File: config.mk
export PLATFORM = sky130hd
export DESIGN_NAME = positional_list_engine
export DESIGN_NICKNAME = d
export VERILOG_FILES = /design/src/sv/ple_pkg.sv /design/src/sv/ple_store.sv /design/src/sv/ple_ctrl.sv /design/src/sv/positional_list_engine.sv
export SDC_FILE = /design/constraint.sdc
export NUM_CORES = 1
export LEC_CHECK = 0
export ABC_CLOCK_PERIOD_IN_PS = 3550
export BUFFER_PORTS_ARGS = -buffer_cell sky130_fd_sc_hd__buf_4
export CORE_ASPECT_RATIO = 0.7
export CORE_MARGIN = 2
export CORE_UTILIZATION = 55
export CTS_CLUSTER_DIAMETER = 30
export CTS_CLUSTER_SIZE = 14
export DETAILED_ROUTE_END_ITERATION = 10
export GPL_ROUTABILITY_DRIVEN = 0
export PLACE_DENSITY = 0.77
export SYNTH_ARGS = -nofsm -noshare
export SYNTH_HDL_FRONTEND = slang
export SYNTH_SLANG_ARGS = --single-unit
File: constraint.sdc
create_clock -name clk -period 3.55 [get_ports clk]
set_input_delay 0.71 -clock clk [delete_from_list [all_inputs] [get_ports clk]]
set_output_delay 0.71 -clock clk [all_outputs]
set_load 0.02 [all_outputs]
File: src/sv/ple_pkg.sv
// shared types, codes and defaults for the positional list engine
package ple_pkg;

  localparam int PLE_DEPTH   = 32;
  localparam int PLE_ACT_W   = 3;
  localparam int PLE_VAL_W   = 32;
  localparam int PLE_POS_W   = 6;
  localparam int PLE_STAT_W  = 2;
  localparam int PLE_CNT_W   = 6;

  localparam logic [PLE_ACT_W-1:0] ACT_INS_FRONT = 3'd0;
  localparam logic [PLE_ACT_W-1:0] ACT_INS_BACK  = 3'd1;
  localparam logic [PLE_ACT_W-1:0] ACT_INS_AT    = 3'd2;
  localparam logic [PLE_ACT_W-1:0] ACT_DEL_FRONT = 3'd3;
  localparam logic [PLE_ACT_W-1:0] ACT_DEL_BACK  = 3'd4;
  localparam logic [PLE_ACT_W-1:0] ACT_DEL_AT    = 3'd5;
  localparam logic [PLE_ACT_W-1:0] ACT_DUMP      = 3'd6;

  localparam logic [PLE_STAT_W-1:0] STAT_OK     = 2'd0;
  localparam logic [PLE_STAT_W-1:0] STAT_BADPOS = 2'd1;
  localparam logic [PLE_STAT_W-1:0] STAT_FULL   = 2'd2;
  localparam logic [PLE_STAT_W-1:0] STAT_EMPTY  = 2'd3;

  typedef struct packed {
    logic [PLE_ACT_W-1:0]        action;
    logic signed [PLE_VAL_W-1:0] value;
    logic [PLE_POS_W-1:0]        position;
  } ple_in_t;

  typedef struct packed {
    logic [PLE_STAT_W-1:0]       status;
    logic [PLE_CNT_W-1:0]        count;
    logic signed [PLE_VAL_W-1:0] item_value;
    logic                        item_valid;
    logic                        last_of_run;
  } ple_out_t;

endpackage

File: src/sv/ple_store.sv
// entry memory: one write port, one registered read port
module ple_store #(
  parameter int DEPTH = ple_pkg::PLE_DEPTH
) (
  input  logic                                clk,
  input  logic                                rd_en,
  input  logic [$clog2(DEPTH)-1:0]            rd_addr,
  output logic signed [ple_pkg::PLE_VAL_W-1:0] rd_data,
  input  logic                                wr_en,
  input  logic [$clog2(DEPTH)-1:0]            wr_addr,
  input  logic signed [ple_pkg::PLE_VAL_W-1:0] wr_data
);

  logic signed [ple_pkg::PLE_VAL_W-1:0] mem [DEPTH];

  always_ff @(posedge clk) begin
    if (wr_en) begin
      mem[wr_addr] <= wr_data;
    end
  end

  always_ff @(posedge clk) begin
    if (rd_en) begin
      rd_data <= mem[rd_addr];
    end
  end

endmodule

File: src/sv/ple_ctrl.sv
// sequencer: decodes a transaction, steps the shared cursor unit, builds results
module ple_ctrl #(
  parameter int DEPTH = ple_pkg::PLE_DEPTH
) (
  input  logic                                 clk,
  input  logic                                 rst_n,
  input  logic                                 in_valid,
  output logic                                 in_ready,
  input  ple_pkg::ple_in_t                     in_data,
  output logic                                 out_valid,
  input  logic                                 out_ready,
  output ple_pkg::ple_out_t                    out_data,
  output logic                                 mem_rd_en,
  output logic [$clog2(DEPTH)-1:0]             mem_rd_addr,
  input  logic signed [ple_pkg::PLE_VAL_W-1:0] mem_rd_data,
  output logic                                 mem_wr_en,
  output logic [$clog2(DEPTH)-1:0]             mem_wr_addr,
  output logic signed [ple_pkg::PLE_VAL_W-1:0] mem_wr_data
);

  localparam int AW      = $clog2(DEPTH);
  localparam int CW      = $clog2(DEPTH + 1);
  localparam int PW      = ple_pkg::PLE_POS_W;
  localparam int XW      = ((CW > PW) ? CW : PW) + 1;
  localparam int CntOutW = ple_pkg::PLE_CNT_W;

  typedef enum logic [2:0] {
    ST_IDLE,
    ST_SHIFT,
    ST_MOVE,
    ST_RESP,
    ST_DUMP_RD,
    ST_DUMP_OUT
  } state_t;

  state_t                               state_r, state_nxt;
  logic [CW-1:0]                        cnt_r, cnt_nxt;
  logic [CW-1:0]                        cur_r, cur_nxt;
  logic [CW-1:0]                        lim_r, lim_nxt;
  logic                                 ins_r, ins_nxt;
  logic signed [ple_pkg::PLE_VAL_W-1:0] val_r, val_nxt;
  logic [ple_pkg::PLE_STAT_W-1:0]       stat_r, stat_nxt;
  logic                                 out_valid_r, out_valid_nxt;
  ple_pkg::ple_out_t                    out_data_r, out_data_nxt;

  logic [XW-1:0] pos_x;
  logic [XW-1:0] cnt_x;
  logic [CW-1:0] pos_idx;
  logic [CW-1:0] cnt_dec;
  logic [CW-1:0] cur_inc;
  logic [CW-1:0] cur_step;
  logic          bad_ins;
  logic          bad_del;
  logic          is_full;
  logic          is_empty;
  logic          slot_free;
  logic          dump_last;

  // shared cursor unit
  assign cur_inc  = cur_r + CW'(1);
  assign cur_step = ins_r ? (cur_r - CW'(1)) : cur_inc;

  assign pos_x    = XW'(in_data.position);
  assign cnt_x    = XW'(cnt_r);
  assign pos_idx  = CW'(pos_x - XW'(1));
  assign cnt_dec  = cnt_r - CW'(1);
  assign bad_ins  = (pos_x == '0) || (pos_x > (cnt_x + XW'(1)));
  assign bad_del  = (pos_x == '0) || (pos_x > cnt_x);
  assign is_full  = (cnt_r == CW'(DEPTH));
  assign is_empty = (cnt_r == '0);
  assign slot_free = !out_valid_r || out_ready;
  assign dump_last = (cur_inc == cnt_r);

  always_comb begin
    state_nxt     = state_r;
    cnt_nxt       = cnt_r;
    cur_nxt       = cur_r;
    lim_nxt       = lim_r;
    ins_nxt       = ins_r;
    val_nxt       = val_r;
    stat_nxt      = stat_r;
    out_valid_nxt = out_valid_r && !out_ready;
    out_data_nxt  = out_data_r;
    mem_rd_en     = 1'b0;
    mem_rd_addr   = cur_r[AW-1:0];
    mem_wr_en     = 1'b0;
    mem_wr_addr   = cur_r[AW-1:0];
    mem_wr_data   = mem_rd_data;
    case (state_r)
      ST_IDLE: begin
        if (in_valid) begin
          val_nxt   = in_data.value;
          stat_nxt  = ple_pkg::STAT_OK;
          state_nxt = ST_RESP;
          case (in_data.action)
            ple_pkg::ACT_INS_FRONT, ple_pkg::ACT_INS_BACK, ple_pkg::ACT_INS_AT: begin
              if (is_full) begin
                stat_nxt = ple_pkg::STAT_FULL;
              end else if ((in_data.action == ple_pkg::ACT_INS_AT) && bad_ins) begin
                stat_nxt = ple_pkg::STAT_BADPOS;
              end else begin
                ins_nxt   = 1'b1;
                cur_nxt   = cnt_r;
                state_nxt = ST_SHIFT;
                if (in_data.action == ple_pkg::ACT_INS_FRONT) begin
                  lim_nxt = '0;
                end else if (in_data.action == ple_pkg::ACT_INS_BACK) begin
                  lim_nxt = cnt_r;
                end else begin
                  lim_nxt = pos_idx;
                end
              end
            end
            ple_pkg::ACT_DEL_FRONT, ple_pkg::ACT_DEL_BACK, ple_pkg::ACT_DEL_AT: begin
              if (is_empty) begin
                stat_nxt = ple_pkg::STAT_EMPTY;
              end else if ((in_data.action == ple_pkg::ACT_DEL_AT) && bad_del) begin
                stat_nxt = ple_pkg::STAT_BADPOS;
              end else begin
                ins_nxt   = 1'b0;
                lim_nxt   = cnt_dec;
                state_nxt = ST_SHIFT;
                if (in_data.action == ple_pkg::ACT_DEL_FRONT) begin
                  cur_nxt = '0;
                end else if (in_data.action == ple_pkg::ACT_DEL_BACK) begin
                  cur_nxt = cnt_dec;
                end else begin
                  cur_nxt = pos_idx;
                end
              end
            end
            ple_pkg::ACT_DUMP: begin
              if (is_empty) begin
                stat_nxt = ple_pkg::STAT_EMPTY;
              end else begin
                cur_nxt   = '0;
                state_nxt = ST_DUMP_RD;
              end
            end
            default: begin
              stat_nxt = ple_pkg::STAT_OK;
            end
          endcase
        end
      end
      ST_SHIFT: begin
        if (cur_r == lim_r) begin
          if (ins_r) begin
            mem_wr_en   = 1'b1;
            mem_wr_addr = lim_r[AW-1:0];
            mem_wr_data = val_r;
            cnt_nxt     = cnt_r + CW'(1);
          end else begin
            cnt_nxt = cnt_dec;
          end
          state_nxt = ST_RESP;
        end else begin
          mem_rd_en   = 1'b1;
          mem_rd_addr = cur_step[AW-1:0];
          state_nxt   = ST_MOVE;
        end
      end
      ST_MOVE: begin
        mem_wr_en   = 1'b1;
        mem_wr_addr = cur_r[AW-1:0];
        mem_wr_data = mem_rd_data;
        cur_nxt     = cur_step;
        state_nxt   = ST_SHIFT;
      end
      ST_RESP: begin
        if (slot_free) begin
          out_valid_nxt            = 1'b1;
          out_data_nxt.status      = stat_r;
          out_data_nxt.count       = CntOutW'(cnt_r);
          out_data_nxt.item_value  = '0;
          out_data_nxt.item_valid  = 1'b0;
          out_data_nxt.last_of_run = 1'b1;
          state_nxt                = ST_IDLE;
        end
      end
      ST_DUMP_RD: begin
        mem_rd_en   = 1'b1;
        mem_rd_addr = cur_r[AW-1:0];
        state_nxt   = ST_DUMP_OUT;
      end
      ST_DUMP_OUT: begin
        if (slot_free) begin
          out_valid_nxt            = 1'b1;
          out_data_nxt.status      = ple_pkg::STAT_OK;
          out_data_nxt.count       = CntOutW'(cnt_r);
          out_data_nxt.item_value  = mem_rd_data;
          out_data_nxt.item_valid  = 1'b1;
          out_data_nxt.last_of_run = dump_last;
          if (dump_last) begin
            state_nxt = ST_IDLE;
          end else begin
            cur_nxt   = cur_inc;
            state_nxt = ST_DUMP_RD;
          end
        end
      end
      default: begin
        state_nxt = ST_IDLE;
      end
    endcase
  end

  always_ff @(posedge clk) begin
    if (!rst_n) begin
      state_r     <= ST_IDLE;
      cnt_r       <= '0;
      out_valid_r <= 1'b0;
    end else begin
      state_r     <= state_nxt;
      cnt_r       <= cnt_nxt;
      out_valid_r <= out_valid_nxt;
    end
    cur_r      <= cur_nxt;
    lim_r      <= lim_nxt;
    ins_r      <= ins_nxt;
    val_r      <= val_nxt;
    stat_r     <= stat_nxt;
    out_data_r <= out_data_nxt;
  end

  assign in_ready  = (state_r == ST_IDLE);
  assign out_valid = out_valid_r;
  assign out_data  = out_data_r;

  a_cnt_bound: assert property (@(posedge clk) disable iff (!rst_n)
    cnt_r <= CW'(DEPTH))
    else $error("entry count above depth");

  a_wr_in_shift: assert property (@(posedge clk) disable iff (!rst_n)
    mem_wr_en |-> ((state_r == ST_SHIFT) || (state_r == ST_MOVE)))
    else $error("memory written outside a shift");

  a_cur_bound: assert property (@(posedge clk) disable iff (!rst_n)
    ((state_r == ST_SHIFT) || (state_r == ST_MOVE)) |-> (cur_r <= cnt_r))
    else $error("cursor beyond list");

  a_busy_after_accept: assert property (@(posedge clk) disable iff (!rst_n)
    (in_valid && in_ready) |=> !in_ready)
    else $error("ready held across a transaction");

  a_dump_in_list: assert property (@(posedge clk) disable iff (!rst_n)
    (state_r == ST_DUMP_OUT) |-> (cur_r < cnt_r))
    else $error("dump cursor beyond list");

endmodule

File: src/sv/positional_list_engine.sv
// positional list engine: ordered list of signed entries with positional insert and delete
// insert or delete: each moved entry is read in ST_SHIFT and written in ST_MOVE, then ST_RESP registers out_valid
// refused or unused operations go from ST_IDLE straight to ST_RESP, which registers out_valid
// one transaction at a time: in_ready is high only in ST_IDLE, so the next accept waits until the result is registered
// dump: entries are read in ST_DUMP_RD and sent in ST_DUMP_OUT in list order, last entry flagged
// reset (rst_n, synchronous): list emptied, no result pending; memory contents are not cleared
module positional_list_engine #(
  parameter int DEPTH = ple_pkg::PLE_DEPTH
) (
  input  logic              clk,
  input  logic              rst_n,
  input  logic              in_valid,
  output logic              in_ready,
  input  ple_pkg::ple_in_t  in_data,
  output logic              out_valid,
  input  logic              out_ready,
  output ple_pkg::ple_out_t out_data
);

  localparam int AW = $clog2(DEPTH);

  logic                                 rd_en;
  logic [AW-1:0]                        rd_addr;
  logic signed [ple_pkg::PLE_VAL_W-1:0] rd_data;
  logic                                 wr_en;
  logic [AW-1:0]                        wr_addr;
  logic signed [ple_pkg::PLE_VAL_W-1:0] wr_data;

  ple_ctrl #(
    .DEPTH(DEPTH)
  ) u_ctrl (
    .clk        (clk),
    .rst_n      (rst_n),
    .in_valid   (in_valid),
    .in_ready   (in_ready),
    .in_data    (in_data),
    .out_valid  (out_valid),
    .out_ready  (out_ready),
    .out_data   (out_data),
    .mem_rd_en  (rd_en),
    .mem_rd_addr(rd_addr),
    .mem_rd_data(rd_data),
    .mem_wr_en  (wr_en),
    .mem_wr_addr(wr_addr),
    .mem_wr_data(wr_data)
  );

  ple_store #(
    .DEPTH(DEPTH)
  ) u_store (
    .clk    (clk),
    .rd_en  (rd_en),
    .rd_addr(rd_addr),
    .rd_data(rd_data),
    .wr_en  (wr_en),
    .wr_addr(wr_addr),
    .wr_data(wr_data)
  );

endmodule

==> results.ini <==
[floorplan]
boundaryPins = 89
dieArea_mm2 = 0.0887
start_util = 0.553
core_mm2 = 0.0858
die_height_um = 250
die_w_um = 355
rows = 90

[grt]
grt_max_degree = 101
grt-ovfl-total = 0
antenna_found_initial = 7
grt_pass1_wl_mm = 201
grt_usage = 0.309
grt_pass1_vias = 30865

[setup_path]
critical_path_arrival_ns = 3.96
slowest_delay_ns = 0.55
r2r_end = u_store.rd_data[21]
crit_chain = buf_4, ha_1, nand3_1, o32ai_2, nor2b_1, a32oi_1, o32ai_1, nand2_1, buf_12, o22ai_1, a2111oi_2
startpoint = u_ctrl.cur_r[0]
end_kind = flop
path_buf_inv = 2
r2r.worst_path.cells = 11
critPathTopFamily = compound AO/OA/AOI/OAI gates
startpoint_type = flop
path_max_fanout = 32
r2r-start = u_ctrl.cur_r[0]
crit_required_ns = 4.01
worstSetupPathType = reg2reg
r2r_setup_slack_ns = 0.05
cpMaxStageDelayCell = o22ai_1
path_depth = 11

[detailed_routing]
antenna_left = 0
drt_iter0_drc = 5886
dr.pass1.iters = 6
vias_per_cell = 6.75
vias = 32393
wl_mm = 141
drc = 0
wire_per_inst_um = 29.5

[worst_hold_path]
min_path_cells = 1
holdCritStartpoint = in_data[27]
min_to = u_ctrl.val_r[21]
min-delay-path-class = in2reg

[finish]
fillers = 5621
nets = 3590
final_cell_mix = 1145 x edfxtp_1, 399 x nand2_1, 217 x buf_4
final_common_cell = edfxtp_1
area_growth_pct = 18.9
drive_gt1_frac = 0.182

[timing]
skew_ns = 0.0295
worst_pin_slew_ns = 0.947
max_freq_ghz = 0.286
setup_tns_ns = 0
hold_viol = 0
fin_crit_sh = 0.986
setup_viol = 0
relSlewSlack = 0.367
fin_crit_ns = 3.50
maxSlewViolCount = 0

[clock_tree]
cts_buffer_depth = 3
htree_num_levels = 4
cts_made_buffers = 145
clockRootBuffer = clkbuf_16
cts_tree = done
clkTransAtPathRegs_ns = 0.06
clk_latency_ns = 0.75
cts.sinks = 1155

[synth]
yosysUniqueCellTypes = 69
syn_nets = 3401
yosys.area.top_type = edfxtp_1
ys.flop_type = edfxtp_1
ys_seq_elements = 1155
synth.area.top_cells = edfxtp_1 72%, nand2_1 3.2%, a21oi_1 1.9%
synth_area_per_cell_um2 = 14.2
synth-seq-area-share = 0.729
synth_edf_count = 1145
netlist.area_leader.share = 0.725
yosysWarnings = 0
async_reset_ff_frac = 0
syn_inst = 3338
synth_area_mm2 = 0.0475

[pwr]
finalPower_uw = 40000
ir_worst_vdd_v = 0.000594
power_density_mw_per_mm2 = 708
p_leak_uw = 0.0189

[place]
dpl.hpwl_mm = 75.0
port_buffers = 88

[run_status]
status = completed

[flow_run]
max_cap_violations = 0

[report_power, final]
part	switching (uW)	internal, uW	total, uW
clock	5980	9750	15700
combinational	5540	2560	8100
sequential	184	15900	16100
total	11700	28300	40000
[worst max-delay path by stage]
stage	end	slack, ns
final	u_store.rd_data[21]	0.05
after global routing	u_store.rd_data[21]	-0.06
after CTS	u_store.rd_data[23]	0.009
after detailed placement	u_store.rd_data[13]	-0.09
after global placement	u_store.rd_data[13]	0.02
after floorplan	u_store.mem[26][0]	-0.14
[Yosys cell counts, types with 18 or more instances]
library cell and count:
nand2_1 401, a2bb2oi_1 64, a21oi_1 181, mux2i_1 71
and3_1 65, a22o_1 34, inv_1 50, clkbuf_1 111
and2_1 44, a2111oi_0 32, a211oi_1 97, ha_1 18
nor2_1 120, nor3_1 107, mux2_2 34, a32oi_1 70
o21ai_0 148, xnor2_1 31, edfxtp_1 1145, a31oi_1 130
o22ai_1 37, a2111oi_2 30, buf_2 104, nand3_1 86
[sequential cells by signal, summed over array words and instances, names as in the netlist, 2 cells and up]
signal and flops:
u_store.mem 1024, u_ctrl.out_data 42, u_ctrl.val_r 32, u_store.rd_data 32, u_ctrl.cnt_r 6, u_ctrl.cur_r 6
u_ctrl.lim_r 6, u_ctrl.state_r 3, u_ctrl.stat_r 2
[area by class of cell]
cell class	instances	area, um2	share of cell area
sequential	1155	34600	0.613
multi-input combinational	1891	12000	0.213
clock buffer	162	3770	0.0668
timing repair buffer	282	2970	0.0526
tap	1150	1440	0.0255
clock inverter	104	1430	0.0253
inverter	52	195	0.00346
antenna	1	2.50	0.0000444
[routing by layer]
metal	global-route usage	part of all wire	up-vias
met2	0.436	0.42	2790
met5	0.00216	0.000092	-
li1	-	-	13465
met1	0.441	0.37	15754
met4	0.125	0.039	2
met3	0.108	0.17	382
[worst register-to-register path, delay by kind of cell, from the launching register on]
kind,cells,cell delay [ns]
adder cells (fa/ha/maj),1,0.30
flip-flops,1,0.35
AO/OA/AOI/OAI,5,1.42
AND/OR/NAND/NOR,3,0.69
buffers and inverters,2,0.46
[stage by stage]
step                utilization  cells  setup slack [ns]  hold WS, ns  instance area (um2)
finish                    0.657   4797            0.0499        0.139                56400
global route              0.657   4796           -0.0619        0.118                56400
CTS                       0.653   4770           0.00889        0.105                56000
detailed placement        0.592   4500           -0.0893        0.506                50800
global placement          0.592   4500            0.0212        0.504                50800
floorplan                     -   3338            -0.143        0.406                47500
[kinds of logic after synthesis]
| kind of cell | synth area share |
|---|---|
| flip-flops | 0.729 |
| AO/OA/AOI/OAI | 0.129 |
| AND/OR/NAND/NOR | 0.0801 |
| buffers and inverters | 0.0271 |
| multiplexers | 0.0230 |
| XOR/XNOR | 0.00715 |
| adder cells (fa/ha/maj) | 0.00475 |
[what timing repair did]
item,CTS,global route
gates resized for setup,2,21
setup endpoints to repair,11,32
pin swaps,1,8
setup buffers,4,20
hold buffers,0,0
gates cloned,0,6
Power figures use the tool's default switching activity.
